File: src/design/sdrx_pkg.sv
// ----------------------------------------------------------------------------
// sdrx_pkg: shared types and constants for the SD SPI response/block receiver
// Item structs for both channels, function codes, card byte codes and
// status codes.
// ----------------------------------------------------------------------------
package sdrx_pkg;

    // Input item
    typedef struct packed {
        logic [1:0] func;
        logic [9:0] byte_count;
        logic [7:0] rx_byte;
    } sdrx_in_t;

    // Result item
    typedef struct packed {
        logic [7:0] data_byte;
        logic       data_valid;
        logic       done_res;
        logic [2:0] status;
    } sdrx_out_t;

    // Function codes
    localparam logic [1:0] FUNC_RESP  = 2'd0;
    localparam logic [1:0] FUNC_BLOCK = 2'd1;
    localparam logic [1:0] FUNC_BYTE  = 2'd2;

    // Bytes seen on MISO
    localparam logic [7:0] IDLE_BYTE   = 8'hFF;
    localparam logic [7:0] R1_IDLE     = 8'h01;
    localparam logic [7:0] R1_ACTIVE   = 8'h00;
    localparam logic [7:0] START_TOKEN = 8'hFE;

    // Status codes
    localparam logic [2:0] ST_OK        = 3'd0;
    localparam logic [2:0] ST_TIMEOUT   = 3'd1;
    localparam logic [2:0] ST_BAD_R1    = 3'd2;
    localparam logic [2:0] ST_BAD_TOKEN = 3'd3;
    localparam logic [2:0] ST_BAD_COUNT = 3'd4;

    // Timeout register
    localparam int         TIMEOUT_W     = 16;
    localparam logic [15:0] TIMEOUT_RESET = 16'd4096;

    // Transfer phase, one-hot
    typedef enum logic [5:0] {
        PH_IDLE       = 6'b000001,
        PH_WAIT_R1    = 6'b000010,
        PH_RESP_DATA  = 6'b000100,
        PH_WAIT_TOKEN = 6'b001000,
        PH_BLOCK_DATA = 6'b010000,
        PH_CHECK      = 6'b100000
    } phase_t;

endpackage

File: src/design/sdrx_in_reg.sv
// ----------------------------------------------------------------------------
// sdrx_in_reg: input register
// Captures one input item and holds it until the core takes it.
// ----------------------------------------------------------------------------
module sdrx_in_reg (
    input  logic              clk,
    input  logic              rst_n,
    input  logic              in_valid,
    output logic              in_ready,
    input  sdrx_pkg::sdrx_in_t in_data,
    input  logic              take,
    output logic              item_valid,
    output sdrx_pkg::sdrx_in_t item
);
    import sdrx_pkg::*;

    logic     valid_reg;
    logic     valid_next;
    sdrx_in_t data_reg;

    // Free when empty or when the held item leaves this cycle
    assign in_ready   = !valid_reg || take;
    assign valid_next = (in_valid && in_ready) ? 1'b1 : (take ? 1'b0 : valid_reg);

    // Valid flag
    always_ff @(posedge clk or negedge rst_n)
    begin
        if (!rst_n)
        begin
            valid_reg <= 1'b0;
        end
        else
        begin
            valid_reg <= valid_next;
        end
    end

    // Payload
    always_ff @(posedge clk)
    begin
        if (in_valid && in_ready)
        begin
            data_reg <= in_data;
        end
    end

    assign item_valid = valid_reg;
    assign item       = data_reg;

endmodule

File: src/design/sdrx_core.sv
// ----------------------------------------------------------------------------
// sdrx_core: transfer state and per-item decision
// Holds phase, mode, byte and poll counters; one item is decided per cycle while take is high.
// ----------------------------------------------------------------------------
module sdrx_core #(
    parameter int MAX_BYTES = 512
) (
    input  logic               clk,
    input  logic               rst_n,
    input  logic               take,
    input  sdrx_pkg::sdrx_in_t item,
    input  logic [15:0]        timeout_polls,
    output logic               res_valid,
    output sdrx_pkg::sdrx_out_t res
);
    import sdrx_pkg::*;

    localparam int CNT_W = $clog2(MAX_BYTES + 1);
    localparam int CMP_W = (CNT_W > 10) ? CNT_W : 10;

    phase_t               phase_reg, phase_next;
    logic                 block_mode_reg, block_mode_next;
    logic [CNT_W-1:0]     left_reg, left_next;
    logic [TIMEOUT_W-1:0] poll_reg, poll_next;
    logic                 chk_reg, chk_next;

    logic [CMP_W-1:0]     count_ext;
    logic [CNT_W-1:0]     count_clip;
    logic                 poll_out;
    logic                 left_last;

    // Count clamped to the buffer size
    assign count_ext  = CMP_W'(item.byte_count);
    assign count_clip = (count_ext > CMP_W'(MAX_BYTES)) ? CNT_W'(MAX_BYTES)
                                                        : CNT_W'(count_ext);
    assign poll_out   = (poll_reg >= timeout_polls);
    assign left_last  = (left_reg <= CNT_W'(1));

    // Next state and result
    always_comb
    begin
        phase_next      = phase_reg;
        block_mode_next = block_mode_reg;
        left_next       = left_reg;
        poll_next       = poll_reg;
        chk_next        = chk_reg;
        res_valid       = 1'b0;
        res             = '0;

        if (take)
        begin
            case (item.func) inside
                FUNC_RESP, FUNC_BLOCK:
                begin
                    block_mode_next = item.func[0];
                    poll_next       = '0;
                    chk_next        = 1'b0;
                    if (item.func == FUNC_BLOCK && count_clip == '0)
                    begin
                        phase_next = PH_IDLE;
                        left_next  = '0;
                        res_valid  = 1'b1;
                        res        = '{8'h00, 1'b0, 1'b1, ST_BAD_COUNT};
                    end
                    else
                    begin
                        left_next  = (count_clip == '0) ? CNT_W'(1) : count_clip;
                        phase_next = PH_WAIT_R1;
                    end
                end
                FUNC_BYTE:
                begin
                    unique case (phase_reg)
                        PH_WAIT_R1:
                        begin
                            if (item.rx_byte == IDLE_BYTE)
                            begin
                                if (poll_out)
                                begin
                                    phase_next = PH_IDLE;
                                    left_next  = '0;
                                    poll_next  = '0;
                                    chk_next   = 1'b0;
                                    res_valid  = 1'b1;
                                    res        = '{8'h00, 1'b0, 1'b1, ST_TIMEOUT};
                                end
                                else
                                begin
                                    poll_next = poll_reg + 1'b1;
                                end
                            end
                            else if (block_mode_reg)
                            begin
                                if (item.rx_byte != R1_ACTIVE)
                                begin
                                    phase_next = PH_IDLE;
                                    left_next  = '0;
                                    poll_next  = '0;
                                    chk_next   = 1'b0;
                                    res_valid  = 1'b1;
                                    res        = '{8'h00, 1'b0, 1'b1, ST_BAD_R1};
                                end
                                else
                                begin
                                    poll_next  = '0;
                                    phase_next = PH_WAIT_TOKEN;
                                end
                            end
                            else if (item.rx_byte != R1_IDLE && item.rx_byte != R1_ACTIVE)
                            begin
                                phase_next = PH_IDLE;
                                left_next  = '0;
                                poll_next  = '0;
                                chk_next   = 1'b0;
                                res_valid  = 1'b1;
                                res        = '{8'h00, 1'b0, 1'b1, ST_BAD_R1};
                            end
                            else if (left_last)
                            begin
                                phase_next = PH_IDLE;
                                left_next  = '0;
                                poll_next  = '0;
                                res_valid  = 1'b1;
                                res        = '{item.rx_byte, 1'b1, 1'b1, ST_OK};
                            end
                            else
                            begin
                                left_next  = left_reg - 1'b1;
                                phase_next = PH_RESP_DATA;
                                res_valid  = 1'b1;
                                res        = '{item.rx_byte, 1'b1, 1'b0, ST_OK};
                            end
                        end
                        PH_RESP_DATA:
                        begin
                            res_valid = 1'b1;
                            if (left_last)
                            begin
                                phase_next = PH_IDLE;
                                left_next  = '0;
                                res        = '{item.rx_byte, 1'b1, 1'b1, ST_OK};
                            end
                            else
                            begin
                                left_next = left_reg - 1'b1;
                                res       = '{item.rx_byte, 1'b1, 1'b0, ST_OK};
                            end
                        end
                        PH_WAIT_TOKEN:
                        begin
                            if (item.rx_byte == IDLE_BYTE)
                            begin
                                if (poll_out)
                                begin
                                    phase_next = PH_IDLE;
                                    left_next  = '0;
                                    poll_next  = '0;
                                    chk_next   = 1'b0;
                                    res_valid  = 1'b1;
                                    res        = '{8'h00, 1'b0, 1'b1, ST_TIMEOUT};
                                end
                                else
                                begin
                                    poll_next = poll_reg + 1'b1;
                                end
                            end
                            else if (item.rx_byte != START_TOKEN)
                            begin
                                phase_next = PH_IDLE;
                                left_next  = '0;
                                poll_next  = '0;
                                chk_next   = 1'b0;
                                res_valid  = 1'b1;
                                res        = '{8'h00, 1'b0, 1'b1, ST_BAD_TOKEN};
                            end
                            else
                            begin
                                phase_next = PH_BLOCK_DATA;
                            end
                        end
                        PH_BLOCK_DATA:
                        begin
                            res_valid = 1'b1;
                            res       = '{item.rx_byte, 1'b1, 1'b0, ST_OK};
                            if (left_last)
                            begin
                                left_next  = '0;
                                poll_next  = '0;
                                chk_next   = 1'b0;
                                phase_next = PH_CHECK;
                            end
                            else
                            begin
                                left_next = left_reg - 1'b1;
                            end
                        end
                        PH_CHECK:
                        begin
                            if (item.rx_byte == IDLE_BYTE)
                            begin
                                if (poll_out)
                                begin
                                    phase_next = PH_IDLE;
                                    left_next  = '0;
                                    poll_next  = '0;
                                    chk_next   = 1'b0;
                                    res_valid  = 1'b1;
                                    res        = '{8'h00, 1'b0, 1'b1, ST_TIMEOUT};
                                end
                                else
                                begin
                                    poll_next = poll_reg + 1'b1;
                                end
                            end
                            else if (chk_reg)
                            begin
                                // second checksum byte closes the block
                                phase_next = PH_IDLE;
                                left_next  = '0;
                                poll_next  = '0;
                                chk_next   = 1'b0;
                                res_valid  = 1'b1;
                                res        = '{8'h00, 1'b0, 1'b1, ST_OK};
                            end
                            else
                            begin
                                poll_next = '0;
                                chk_next  = 1'b1;
                            end
                        end
                        default:
                        begin
                            // idle: stray bytes are dropped
                        end
                    endcase
                end
                default:
                begin
                    // unused function code
                end
            endcase
        end
    end

    // State registers
    always_ff @(posedge clk or negedge rst_n)
    begin
        if (!rst_n)
        begin
            phase_reg      <= PH_IDLE;
            block_mode_reg <= 1'b0;
            left_reg       <= '0;
            poll_reg       <= '0;
            chk_reg        <= 1'b0;
        end
        else
        begin
            phase_reg      <= phase_next;
            block_mode_reg <= block_mode_next;
            left_reg       <= left_next;
            poll_reg       <= poll_next;
            chk_reg        <= chk_next;
        end
    end

endmodule

File: src/design/sdrx_out_reg.sv
// ----------------------------------------------------------------------------
// sdrx_out_reg: result register
// Holds one result item until the downstream side takes it.
// ----------------------------------------------------------------------------
module sdrx_out_reg (
    input  logic                clk,
    input  logic                rst_n,
    input  logic                load,
    input  sdrx_pkg::sdrx_out_t res,
    output logic                free,
    output logic                out_valid,
    input  logic                out_ready,
    output sdrx_pkg::sdrx_out_t out_data
);
    import sdrx_pkg::*;

    logic      valid_reg;
    logic      valid_next;
    sdrx_out_t data_reg;

    // Room for a new result when empty or draining this cycle
    assign free       = !valid_reg || out_ready;
    assign valid_next = load ? 1'b1 : (out_ready ? 1'b0 : valid_reg);

    // Valid flag
    always_ff @(posedge clk or negedge rst_n)
    begin
        if (!rst_n)
        begin
            valid_reg <= 1'b0;
        end
        else
        begin
            valid_reg <= valid_next;
        end
    end

    // Payload
    always_ff @(posedge clk)
    begin
        if (load)
        begin
            data_reg <= res;
        end
    end

    assign out_valid = valid_reg;
    assign out_data  = data_reg;

endmodule

File: src/design/sd_spi_response_block_receiver_top.sv
// ----------------------------------------------------------------------------
// sd_spi_response_block_receiver_top: SD SPI-mode response and block receiver
//
// Input channel (in_valid/in_ready/in_data) carries start commands and bytes
// received on MISO. A start command opens a response read or a block read;
// idle 0xFF bytes are polled against timeout_polls, R1 and the start token
// are checked, data bytes are delivered and block checksums are dropped.
// Output channel (out_valid/out_ready/out_data) carries at most one result
// item per input item; the last item of a transfer has done_res set and
// carries the status.
// Configuration channel (cfg_valid/cfg_ready/cfg_data) writes timeout_polls;
// it is always ready and should be written only while no transfer is busy.
// An accepted item waits in the input register until the result register
// has room; its result is then registered there and shows at out_valid.
// One item per cycle while the result register has room.
// When out_ready is low the result register holds and one item waits in the
// input register; in_ready drops only when both are occupied.
// Reset: phase idle, counters clear, timeout_polls returns to 4096.
// ----------------------------------------------------------------------------
module sd_spi_response_block_receiver_top #(
    parameter int MAX_BYTES = 512
) (
    input  logic                clk,
    input  logic                rst_n,
    input  logic                in_valid,
    output logic                in_ready,
    input  sdrx_pkg::sdrx_in_t  in_data,
    output logic                out_valid,
    input  logic                out_ready,
    output sdrx_pkg::sdrx_out_t out_data,
    input  logic                cfg_valid,
    output logic                cfg_ready,
    input  logic [15:0]         cfg_data
);
    import sdrx_pkg::*;

    logic                 item_valid;
    sdrx_in_t             item;
    logic                 out_free;
    logic                 take;
    logic                 res_valid;
    sdrx_out_t            res;
    logic [TIMEOUT_W-1:0] timeout_reg;

    // Item advances when the result register has room
    assign take      = item_valid && out_free;
    assign cfg_ready = 1'b1;

    // Timeout register
    always_ff @(posedge clk or negedge rst_n)
    begin
        if (!rst_n)
        begin
            timeout_reg <= TIMEOUT_RESET;
        end
        else if (cfg_valid && cfg_ready)
        begin
            timeout_reg <= cfg_data;
        end
    end

    sdrx_in_reg u_in_reg (
        .clk        (clk),
        .rst_n      (rst_n),
        .in_valid   (in_valid),
        .in_ready   (in_ready),
        .in_data    (in_data),
        .take       (take),
        .item_valid (item_valid),
        .item       (item)
    );

    sdrx_core #(
        .MAX_BYTES (MAX_BYTES)
    ) u_core (
        .clk           (clk),
        .rst_n         (rst_n),
        .take          (take),
        .item          (item),
        .timeout_polls (timeout_reg),
        .res_valid     (res_valid),
        .res           (res)
    );

    sdrx_out_reg u_out_reg (
        .clk       (clk),
        .rst_n     (rst_n),
        .load      (take && res_valid),
        .res       (res),
        .free      (out_free),
        .out_valid (out_valid),
        .out_ready (out_ready),
        .out_data  (out_data)
    );

    // A result without data must close the transfer
    assert property (@(posedge clk) disable iff (!rst_n)
        out_valid |-> (out_data.data_valid || out_data.done_res))
        else $error("result carries neither data nor done");

    // Error status only on a closing item without data
    assert property (@(posedge clk) disable iff (!rst_n)
        (out_valid && out_data.status != ST_OK) |->
            (out_data.done_res && !out_data.data_valid))
        else $error("error status on a data or non-final item");

    // A result is only loaded when it can be held
    assert property (@(posedge clk) disable iff (!rst_n)
        (out_valid && !out_ready) |-> !take)
        else $error("core advanced while result register was full");

    // A timeout only comes after a poll byte was received
    assert property (@(posedge clk) disable iff (!rst_n)
        (take && res_valid && res.status == ST_TIMEOUT) |->
            (item.func == FUNC_BYTE && item.rx_byte == IDLE_BYTE))
        else $error("timeout without an idle byte");

endmodule

File: config.mk
export PLATFORM = sky130hd
export DESIGN_NAME = sd_spi_response_block_receiver_top
export DESIGN_NICKNAME = d
export VERILOG_FILES = /design/src/design/sdrx_pkg.sv /design/src/design/sdrx_in_reg.sv /design/src/design/sdrx_core.sv /design/src/design/sdrx_out_reg.sv /design/src/design/sd_spi_response_block_receiver_top.sv
export SDC_FILE = /design/constraint.sdc
export NUM_CORES = 1
export LEC_CHECK = 0
export BUFFER_PORTS_ARGS = -buffer_cell sky130_fd_sc_hd__buf_4
export CAP_MARGIN = 20
export CORE_AREA = 4 4 111 113
export DETAILED_ROUTE_END_ITERATION = 6
export DIE_AREA = 0 0 115 117
export PLACE_DENSITY = 0.6
export SYNTH_ARGS = -nofsm -noshare
export SYNTH_HDL_FRONTEND = slang
export SYNTH_HIERARCHICAL = 1
export SYNTH_SLANG_ARGS = --single-unit
File: constraint.sdc
create_clock -name clk -period 3.1 [get_ports clk]
set_clock_uncertainty 0.2 [all_clocks]
set_input_delay 0.62 -clock clk [delete_from_list [all_inputs] [get_ports clk]]
set_output_delay 0.62 -clock clk [all_outputs]
set_load 0.02 [all_outputs]
==> key figures, run 1 <==
Power and ir drop
  • P_sw: 0.7138 mW
  • P_leak: 2.586 nW
  • Seq pwr share: 45.4%
  • Clock power frac: 39.9%
  • Worst VDD drop: 0.0002637 V
  • Pwr Density: 475.6 nW/um2
  • P_int: 2.127 mW
  • Gate power share: 14.7%
  • PnR Total Power: 2.840 mW
  • Sw Ratio: 25.13%

Clock network
  • Clk pin slew, worst setup/hold paths: 0.06 ns
  • H-tree levels: 3
  • CTS tree: yes
  • Hold-fix buffers at CTS: 0
  • Clk_lat worst skew: 0.34 ns
  • Number of buffers created by CTS: 9
  • CTS root buffer: clkbuf_16
  • Clock Path Buffers: 2
  • Clk sinks: 85

Synthesis
  • Register area share after synthesis: 46.88%
  • Distinct cells, synth: 74
  • Yosys reg bits: 85
  • Mean post-synth cell area: 9.928 um2
  • Post-Syn Nets: 553
  • Syn Std Cell Area: 4895 um2
  • Post-synth EDFFs: 33
  • Dominant synthesized flop cell: dfrtp_1
  • Synthesized instance count: 493
  • Synth async-reset ratio: 61.18%
  • Synth warn: 6

Worst setup path
  • Max stage delay on crit path: 0.58 ns
  • CP Class: flip-flop to flip-flop
  • CP Capture Type: flip-flop
  • CP Cell Sequence: inv_1 > ha_1 > a211oi_1 > nor2_1 > or4_4 > or4_1 > or4_1 > o211ai_1
  • Critical path launch point type: flip-flop
  • Delay-heaviest family, CP: simple AND/OR/NAND/NOR gates
  • Crit path top cell by count: or4_1
  • Max Fanout on Critical Path: 3
  • Slowest library cell on the worst path: or4_1
  • Worst path bufs/invs: 1
  • Worst Path Required: 3.16 ns
  • Worst Path Arrival: 3.08 ns

STA
  • Rel. slew slack: 53.82%
  • Hold slack: 0.1210 ns
  • Max Slew Vio Count: 0
  • Fmax: 330.7 MHz
  • RSZ-0062 raised after global routing: no
  • Period utilization: 97.53%
  • Slew @ Worst Pin: 0.6927 ns
  • Final critical-path required period: 3.023 ns
  • Setup ws final: 0.07652 ns
  • Endpoints failing setup: 0
  • Final Hold Viols: 0

Global route
  • Initial antenna violation count: 0
  • First-pass GRT wire length: 19,910 um
  • Largest net degree at the start of global routing: 53
  • Number of global-route vias before repair: 4,026
  • Total grt overflow: 0
  • Global Route met3 Usage: 2.982%
  • Met1 GRT Util: 26.71%
  • Met2 usage: 28.63%
  • Most Crowded Layer GR: met2
  • Total GRT Usage: 18.82%

Drt
  • Vias per cell: 5.765
  • Routed via count: 4,151
  • Routed len/inst: 17.10 um
  • 1st-iter DRT viols: 275
  • ANT nets after route: 0
  • Drt drc: 0
  • First-pass DRT Iterations: 5
  • Routed Wire Length: 12,310 um

Placement
  • GP Congestion: 0.9214
  • HPWL Detailed: 9077 um
  • Dpl ws: 0.05006 ns
  • I/O Buffers: 55
  • DP Area: 5647 um2

Die
  • Die area: 13,460 um2
  • Io pins: 57
  • Core area: 11,320 um2
  • Die width: 115 um
  • Die Y: 117 um
  • Cell Rows: 39
  • Initial core utilization: 43.24%

Finish
  • Fin area: 5972 um2
  • Largest register FFs: 20
  • Final nets: 632
  • Layout cells sized above 1: 23.57%
  • P&R area growth vs syn: 22.01%
  • Number of diodes: 0

Hold path
  • Hold WC Path Type: input port to async pin

Status
  • Status: finished, final reports clean

Run
  • Maxcap violations: 0
==> cell usage after synthesis (all sizes together) (2+ instances only) <==
cell type,number,share of area [%]
nand3,20,2.0
edfxtp,33,20
a21oi,20,2.0
nand2b,6,1.1
o21ai,41,4.3
xor2,2,0.36
or4b,3,0.69
nor4,10,1.3
o22ai,3,0.38
a22o,6,1.1
inv,38,2.9
o41ai,2,0.36
nand4b,2,0.36
mux2,16,4.4
a31oi,5,0.95
dfrtp,50,26
dfstp,2,1.1
nand3b,5,0.77
or4,8,1.2
or3,8,1.1
o211ai,10,1.5
and2,10,1.3
or2,2,0.26
a2bb2oi,2,0.36
a22oi,2,0.31
nand4,10,1.4
ha,19,4.9
nand2,47,3.6
nor3,17,1.7
and4b,2,0.41
a21o,4,0.61
and4,5,0.89
buf,5,1.0
o31ai,2,0.31
xnor2,3,0.54
clkbuf,14,1.1
o32ai,2,0.36
nor2,22,1.7
and3,13,1.7
nor2b,3,0.38
==> per-layer routing <==
layer / vias to the layer above / routed length, um / part of all wire (%)
met4: 0 / 247 / 2.0
li1: 1990 / - / -
met3: 19 / 568 / 4.6
met1: 2029 / 5775 / 47
met2: 113 / 5720 / 46
met5: - / 0 / 0
==> worst paths after layout <==
kind                                 start             endpoint  slack (ns)  depth (start not counted)
max                        timeout_reg[12]  u_core/poll_reg[13]        0.08                          8
min                                  rst_n       timeout_reg[1]        0.12                          1
max reg2reg                timeout_reg[12]  u_core/poll_reg[13]        0.08                          8
min reg2reg                 timeout_reg[1]       timeout_reg[1]        0.31                          1
max in group asynchronous            rst_n   u_core/poll_reg[9]        2.09                          1
min in group clk                in_data[9]     u_in_reg/item[9]        0.25                          1
==> repair_timing <==
item | 4_1_cts | 5_1_grt
gates resized for setup | 0 | 4
buffers inserted | 0 | 0
endpoints found under the setup margin | 0 | 7
==> cells in the final DEF, fill, tap and decap left out, types with 9 or more instances in the layout <==
master and count:
a21oi_1 20, and2_1 9, and3_1 12, buf_4 84, clkbuf_16 9, dfrtp_1 49, edfxtp_1 33, ha_1 19
inv_1 38, mux2_4 10, nand2_1 47, nand3_1 20, nand4_1 9, nor2_1 22, nor3_1 17, nor4_1 10
o211ai_1 10, o21ai_0 39
==> area by class of cell <==
cell class	instances	area (um2)
flip-flops and latches	85	2296
clock inverters	6	77.57
multi-input cells	351	2372
repair buffers	87	675.6
fillers	1037	5349
clock buffers	10	229.0
well taps	143	178.9
inverters	38	142.6
==> cells by family after synthesis <==
family          Yosys count  share of synthesized area [%]
simple gates            195                          22.34
buf+inv                  57                          5.010
xor+xnor                  5                         0.8948
compound gates          115                          15.49
other cells               1                        0.07661
mux                      16                          4.448
flops                    85                          46.88
fa+ha+maj                19                          4.857
==> worst register-to-register path, stage by stage, from the launching register on <==
cell      delay, ns
dfstp_2        0.53
inv_1          0.05
ha_1           0.19
a211oi_1       0.23
nor2_1         0.12
or4_4          0.53
or4_1          0.58
or4_1          0.42
o211ai_1       0.10
==> power by group through the flow <==
| stage | combinational (mW) | sequential [mW] | clock, mW |
|---|---|---|---|
| after floorplan | 0.266 | 1.29 | 0 |
| after global placement | 0.404 | 1.31 | 0 |
| after detailed placement | 0.414 | 1.31 | 0 |
| after CTS | 0.417 | 1.29 | 1.16 |
| after global routing | 0.464 | 1.30 | 1.20 |
| final | 0.418 | 1.29 | 1.13 |
==> through the flow <==
step | cells | TNS (ns) | utilization [%]
after detailed placement | 704 | 0 | 49.88
after floorplan | 493 | 0 | -
after global placement | 703 | -0.9556 | 49.83
final | 720 | 0 | 52.75
after CTS | 720 | 0 | 52.59
after global routing | 720 | 0 | 52.75
Power figures use the tool's default switching activity.
==> run 2: changes to the inputs <==
ABC_AREA = 1   (was not set)
CORE_AREA = 4 4 112 114   (was 4 4 111 113)
DIE_AREA = 0 0 116 118   (was 0 0 115 117)
==> run 2 against run 1 <==
Critical path depth is 10 higher. Largest power group unchanged. Global-route usage is 1.3 points lower. Utilization decreased by 1.1 points. Routed wire length down 8.6%. Synthesized cell count rose by 28%. Setup slack improved by 0.24 ns. Critical path type unchanged. First-iteration DRC count down 3.3%.
==> key figures, run 2 <==
Status
  • Status: finished, final reports clean

Die
  • Die Y: 118 um (+0.85%)
  • Die area: 13,690 um2 (+1.7%)
  • Initial core utilization: 43.84% (+0.61 points)
  • Cell Rows: 39 (unchanged)
  • Core area: 11,420 um2 (+0.86%)
  • Die width: 116 um (+0.87%)
  • Io pins: 57 (unchanged)

Worst setup path
  • Worst Path Arrival: 2.63 ns (-0.45 ns)
  • CP Class: flip-flop to flip-flop
  • Max Fanout on Critical Path: 14 (+11)
  • Critical path launch point type: flip-flop
  • Reg-to-reg endpoint: u_out_reg/out_data[10]
  • Worst Path Required: 2.94 ns (-0.22 ns)
  • Cells on worst reg2reg path: 18 (+10)
  • Critical R2R Launch: u_core/poll_reg[7]
  • CP Capture Type: flip-flop
  • Reg-to-reg slack, setup: 0.31 ns (+0.24 ns)

Global route
  • Largest net degree at the start of global routing: 53 (unchanged)
  • First-pass GRT wire length: 19,170 um (-3.7%)
  • Number of global-route vias before repair: 4,130 (+2.6%)
  • Total grt overflow: 0 (unchanged)
  • Initial antenna violation count: 0 (unchanged)
  • Total GRT Usage: 17.51% (-1.3 points)

Synthesis
  • Post-synth EDFFs: 33 (unchanged)
  • Register area share after synthesis: 45.84% (-1.0 points)
  • Yosys top cell area share: 24.99% (-0.57 points)
  • Syn Std Cell Area: 5006 um2 (+2.3%)
  • Post-Syn Nets: 689 (+25%)
  • Distinct cells, synth: 41 (-45%)
  • Top-count cell post-synth: nand2_1
  • Top post-synthesis cells by count: 215 x nand2_1, 81 x inv_1, 50 x dfrtp_1
  • Synth area leaders: dfrtp_1 25%, edfxtp_1 20%, nand2_1 16%, inv_1 6.1%, ha_1 4.7%
  • Synthesized instance count: 629 (+28%)
  • Cell taking the most area after synthesis: dfrtp_1
  • Mean post-synth cell area: 7.959 um2 (-20%)
  • Synth warn: 6 (unchanged)
  • Dominant synthesized flop cell: dfrtp_1
  • Synth async-reset ratio: 61.18% (unchanged)
  • Yosys reg bits: 85 (unchanged)

Finish
  • Final nets: 749 (+19%)
  • Most frequent cells in the layout: 215 x nand2_1, 81 x inv_1, 59 x buf_4
  • Layout cells sized above 1: 17.00% (-6.6 points)
  • P&R area growth vs syn: 17.72%
  • Commonest non-fill, non-tap cell in the layout: nand2_1
  • Largest register FFs: 20 (unchanged)
  • Number of diodes: 0 (unchanged)

Clock network
  • CTS tree: yes
  • CTS resizes: 0 (unchanged)
  • Clock Path Buffers: 2 (unchanged)
  • Hold-fix buffers at CTS: 0 (unchanged)
  • Setup Buffers After CTS: 0 (unchanged)
  • CTS root buffer: clkbuf_16
  • Clk_lat worst skew: 0.35 ns (about the same)
  • Clk pin slew, worst setup/hold paths: 0.06 ns (about the same)
  • Clk sinks: 85 (unchanged)
  • Number of buffers created by CTS: 9 (unchanged)
  • H-tree levels: 3 (unchanged)

Drt
  • ANT nets after route: 0 (unchanged)
  • Routed Wire Length: 11,260 um (-8.6%)
  • 1st-iter DRT viols: 266 (-3.3%)
  • Routed len/inst: 13.45 um (-21%)
  • Drt drc: 0 (unchanged)
  • Routed via count: 4,179 (+0.67%)
  • First-pass DRT Iterations: 4 (-1)
  • Vias per cell: 4.993 (-13%)

STA
  • Hold slack: 0.1100 ns (-0.01096 ns)
  • Rel. slew slack: 48.87% (-5.0 points)
  • Fmax: 359.1 MHz (+8.6%)
  • Final critical-path required period: 2.785 ns (-0.2385 ns)
  • Max Slew Vio Count: 0 (unchanged)
  • Slew @ Worst Pin: 0.7628 ns (+0.07014 ns)
  • RSZ-0062 raised after global routing: no
  • Endpoints failing setup: 0 (unchanged)
  • Final Hold Viols: 0 (unchanged)
  • Post-Route Setup TNS: 0 ns (unchanged)
  • Period utilization: 89.84% (-7.7 points)

Run
  • Maxcap violations: 0 (unchanged)

Power and ir drop
  • P_leak: 2.970 nW (+15%)
  • Worst VDD drop: 0.0002780 V (+5.4%)
  • Pwr Density: 502.7 nW/um2 (+5.7%)

Placement
  • HPWL Detailed: 8477 um (-6.6%)
  • I/O Buffers: 55 (unchanged)
  • GP Congestion: 0.8920 (-3.2%)

Hold path
  • Hold WC Path Type: input port to async pin
-- run 2: cell types whose count changed after synthesis, moves of 11 or more --
| cell | previous run | this run |
|---|---|---|
| o21ai_0 | 39 | 11 |
| nand2_2 | 0 | 13 |
| nor2_1 | 22 | 44 |
| inv_1 | 38 | 81 |
| and3_1 | 12 | 0 |
| nand3_1 | 20 | 31 |
| nand2_1 | 47 | 215 |
| clkbuf_1 | 13 | 1 |
| xor2_1 | 2 | 13 |
-- run 2: logic make-up after synthesis --
family                     share of synthesized area, %
xor gates and xnor gates                          2.974
AOI/OAI and AO/OA                                 6.274
DFF                                               45.84
and+or+nand+nor                                   31.72
adders and majority gates                         4.749
other                                           0.07491
buffers and inverters                             8.373
-- run 2: stage by stage --
step                      area, um2  cells  util, %  setup WS, ns  power [mW]
after floorplan                5006    629        -        0.2475       1.594
after global placement         5548    821    48.59        0.3370       1.718
after detailed placement       5548    821    48.59        0.3399       1.726
after CTS                      5893    837    51.61        0.3222       2.998
after global routing           5893    837    51.61       0.09695       3.102
final                          5893    837    51.61        0.3150       2.962
-- run 2: worst max path at each step --
stage,startpoint,to,cells after the start
after floorplan,timeout_reg[12],u_out_reg/out_data[0],14
after global placement,timeout_reg[12],u_out_reg/out_data[11],15
after detailed placement,timeout_reg[12],u_out_reg/out_data[7],15
after CTS,u_core/poll_reg[7],u_out_reg/out_data[7],18
after global routing,u_core/poll_reg[13],u_out_reg/out_data[1],14
final,u_core/poll_reg[7],u_out_reg/out_data[10],18
-- run 2: layout make-up --
| type | count | area (um2) |
|---|---|---|
| Tap cell | 143 | 178.9 |
| Fill cell | 1123 | 5525 |
| Multi-Input combinational cell | 446 | 2296 |
| Timing Repair Buffer | 59 | 442.9 |
| Clock buffer | 10 | 229.0 |
| Clock inverter | 6 | 116.4 |
| Inverter | 88 | 335.3 |
| Sequential cell | 85 | 2295 |
-- run 2: layer usage --
layer / up-vias / global-route usage (%) / wire [um]
met3: 12 / 2.571 / 430
met4: 0 / 6.962 / 203
met2: 76 / 27.37 / 5220
li1: 2161 / - / -
met1: 1930 / 24.22 / 5401
met5: - / 0 / 0
-- run 2: critical path, stage by stage (launching register included) --
cell and delay [ns]:
dfrtp_1 0.46, ha_1 0.33, nand2_1 0.05, inv_1 0.06, nand2_1 0.07, nor2_1 0.10, nor2_1 0.05, nand2_1 0.06
nand2_1 0.12, nand2_1 0.19, nor2_4 0.07, inv_1 0.13, nand2_1 0.08, nand4_1 0.07, nand2_1 0.06, nand2_1 0.05
inv_1 0.03, nor2_1 0.09, buf_4 0.22
-- run 2: report_power, final --
group / switching, mW / leakage, nW / total [mW] / internal (mW)
clock: 0.462 / 0.168 / 1.26 / 0.796
sequential: 0.0524 / 1.02 / 1.29 / 1.24
combinational: 0.259 / 1.78 / 0.415 / 0.156
==> run 3: changes to the inputs <==
CORE_AREA = 4 4 114 116   (was 4 4 112 114)
DIE_AREA = 0 0 118 120   (was 0 0 116 118)
MAX_ROUTING_LAYER = met4   (was not set)
PLACE_DENSITY = 0.61   (was 0.6)
SYNTH_HIERARCHICAL = not set   (was 1)
==> run 3 against run 2 <==
Via count rose by 9.9%. Worst hold slack improved by 0.012 ns. Utilization fell by 0.60 points. Clock power fell by 16%. Setup slack improved by 0.021 ns. Sequential cell count did not move. Sequential share of layout area fell by 1.2 points. Critical endpoint is now u_out_reg.out_data[1]. Largest power group unchanged.
==> key figures, run 3 <==
STA
  • Post-Route Setup TNS: 0 ns (unchanged)
  • Period utilization: 89.15% (-0.68 points)
  • Slew @ Worst Pin: 0.7090 ns (-0.05385 ns)
  • Rel. slew slack: 52.68% (+3.8 points)
  • RSZ-0062 raised after global routing: no
  • Fmax: 361.8 MHz (+0.77%)
  • Final critical-path required period: 2.764 ns (-0.02123 ns)
  • Endpoints failing setup: 0 (unchanged)
  • Max Slew Vio Count: 0 (unchanged)
  • Final Hold Viols: 0 (unchanged)

Finish
  • Layout cells sized above 1: 16.73% (-0.27 points)
  • P&R area growth vs syn: 16.37%
  • Most frequent cells in the layout: 206 x nand2_1, 92 x inv_1, 65 x nand3_1
  • Final core occ: 51.01% (-0.60 points)
  • Commonest non-fill, non-tap cell in the layout: nand2_1
  • Largest register FFs: 20 (unchanged)
  • Fin area: 6076 um2 (+3.1%)
  • Final nets: 796 (+6.3%)
  • Number of diodes: 0 (unchanged)

Synthesis
  • Register area share after synthesis: 43.95% (-1.9 points)
  • Syn Std Cell Area: 5221 um2 (+4.3%)
  • Post-Syn Nets: 737 (+7.0%)
  • Distinct cells, synth: 43 (+4.9%)
  • Yosys reg bits: 85 (unchanged)
  • Cell taking the most area after synthesis: dfrtp_1
  • Yosys top cell area share: 23.96% (-1.0 points)
  • Synth warn: 0 (-6)
  • Mean post-synth cell area: 7.712 um2 (-3.1%)
  • Dominant synthesized flop cell: dfrtp_1
  • Post-synth EDFFs: 33 (unchanged)
  • Synthesized instance count: 677 (+7.6%)
  • Top post-synthesis cells by count: 206 x nand2_1, 92 x inv_1, 65 x nand3_1
  • Top-count cell post-synth: nand2_1
  • Synth area leaders: dfrtp_1 24%, edfxtp_1 19%, nand2_1 15%, inv_1 6.6%, nand3_1 6.2%
  • Synth async-reset ratio: 61.18% (unchanged)

Worst setup path
  • Worst Path Required: 2.89 ns (-0.05 ns)
  • Worst Path Arrival: 2.56 ns (-0.07 ns)
  • Critical path launch point type: flip-flop
  • CP Class: flip-flop to flip-flop
  • Max Fanout on Critical Path: 13 (-1)
  • Critical R2R Launch: u_core.poll_reg[7]
  • CP Capture Type: flip-flop
  • Worst Setup SP: u_core.poll_reg[7]

Power and ir drop
  • P_leak: 3.023 nW (+1.8%)
  • P_sw: 0.8448 mW (+9.2%)
  • Pwr Density: 464.8 nW/um2 (-7.5%)
  • Clock power frac: 37.4% (-5.1 points)
  • Sw Ratio: 29.92% (+3.8 points)
  • Seq pwr share: 46.2% (+2.7 points)
  • P_int: 1.979 mW (-9.6%)
  • Worst VDD drop: 0.0003144 V (+13%)
  • Gate power share: 16.5% (+2.5 points)
  • PnR Total Power: 2.824 mW (-4.7%)

Die
  • Core area: 11,910 um2 (+4.3%)
  • Io pins: 57 (unchanged)
  • Initial core utilization: 43.83% (about the same)
  • Cell Rows: 40 (+2.6%)
  • Die width: 118 um (+1.7%)
  • Die Y: 120 um (+1.7%)
  • Die area: 14,160 um2 (+3.4%)

Global route
  • Largest net degree at the start of global routing: 53 (unchanged)
  • First-pass GRT wire length: 20,870 um (+8.9%)
  • Initial antenna violation count: 0 (unchanged)
  • Total GRT Usage: 18.49% (+0.98 points)
  • Number of global-route vias before repair: 4,407 (+6.7%)
  • Total grt overflow: 0 (unchanged)

Drt
  • Routed via count: 4,592 (+9.9%)
  • Routed Wire Length: 12,130 um (+7.7%)
  • First-pass DRT Iterations: 5 (+1)
  • 1st-iter DRT viols: 341 (+28%)
  • Routed len/inst: 13.65 um (+1.5%)
  • ANT nets after route: 0 (unchanged)
  • Drt drc: 0 (unchanged)
  • Vias per cell: 5.171 (+3.6%)

Placement
  • HPWL Detailed: 9075 um (+7.1%)
  • I/O Buffers: 55 (unchanged)
  • DP Area: 5788 um2 (+4.3%)
  • GP Congestion: 0.8817 (-1.2%)

Status
  • Status: finished, final reports clean

Clock network
  • Clk pin slew, worst setup/hold paths: 0.07 ns (about the same)
  • Number of buffers created by CTS: 9 (unchanged)
  • Clk sinks: 85 (unchanged)
  • H-tree levels: 3 (unchanged)
  • CTS resizes: 0 (unchanged)
  • Hold-fix buffers at CTS: 0 (unchanged)
  • CTS tree: yes
  • Clock Path Buffers: 2 (unchanged)
  • Clk_lat worst skew: 0.35 ns (about the same)
  • Setup Buffers After CTS: 0 (unchanged)
  • CTS root buffer: clkbuf_16

Run
  • Maxcap violations: 0 (unchanged)

Hold path
  • Hold WC Path Type: input port to async pin
run 3: cell types whose count changed in the layout (fill, tap and decap cells not counted), sizes merged, moves of 5 or more:
cell   change
inv       +16
o22ai      -5
nand3     +39
nor2       +7
nor3      -10
a21oi      +5
o21ai     +20
o32ai      -5
nand2     -14
run 3: worst paths after layout:
path	to	slack (ns)	cells after the start
worst max-delay path	u_out_reg.out_data[1]	0.34	13
worst min-delay path	timeout_reg[2]	0.12	1
worst max register to register	u_out_reg.out_data[1]	0.34	13
worst min register to register	u_core.left_reg[1]	0.30	2
max in group asynchronous	timeout_reg[11]	2.13	1
min in group clk	u_in_reg.item[1]	0.24	1
run 3: layout make-up:
| class | instances | area, um2 |
|---|---|---|
| Fill cell | 1164 | 5836 |
| Multi-Input combinational cell | 481 | 2490 |
| Sequential cell | 85 | 2295 |
| Timing Repair Buffer | 58 | 435.4 |
| Inverter | 101 | 384.1 |
| Clock buffer | 9 | 225.2 |
| Tap cell | 147 | 183.9 |
| Clock inverter | 7 | 62.56 |
run 3: critical path, stage by stage (launching register included):
cell	delay [ns]
dfrtp_1	0.47
ha_1	0.33
nand2_1	0.05
inv_1	0.06
nand2_1	0.06
nor2_1	0.11
nor2_1	0.05
nand2_1	0.06
nand2_1	0.17
nand3_2	0.21
nand2_1	0.09
nand3_1	0.08
nand2_1	0.08
nand2_1	0.38
run 3: power by group through the flow:
stage	clock network [mW]	logic, mW	registers, mW
after floorplan	0	0.328	1.31
after global placement	0	0.455	1.32
after detailed placement	0	0.465	1.32
after CTS	1.09	0.467	1.30
after global routing	1.13	0.540	1.31
final	1.06	0.465	1.30
run 3: cell families (layout without fill, tap and decap cells):
logic type                 Yosys count  in the layout  synth area share [%]
other                                1              1               0.07182
DFF                                 85             85                 43.95
AOI/OAI and AO/OA                   70             70                 7.285
muxes                                1              1                0.2157
buffers and inverters              111            175                 8.363
xor gates and xnor gates            14             14                 2.348
and+or+nand+nor                    376            376                 33.21
adders and majority gates           19             19                 4.553
run 3: per-stage QoR:
| stage | setup slack (ns) | hold WS [ns] | std cells |
|---|---|---|---|
| global placement | 0.4510 | 0.2828 | 872 |
| floorplan | 0.7107 | 0.1244 | 677 |
| CTS | 0.3154 | 0.1425 | 888 |
| finish | 0.3362 | 0.1220 | 888 |
| global route | 0.04878 | 0.1852 | 888 |
| detailed placement | 0.3290 | 0.2886 | 872 |
run 3: routing by layer:
| metal | GRT usage (%) | routed length (um) |
|---|---|---|
| met5 | - | 0 |
| met4 | 7.106 | 252 |
| met3 | 3.110 | 598 |
| met2 | 31.01 | 5925 |
| met1 | 22.48 | 5348 |
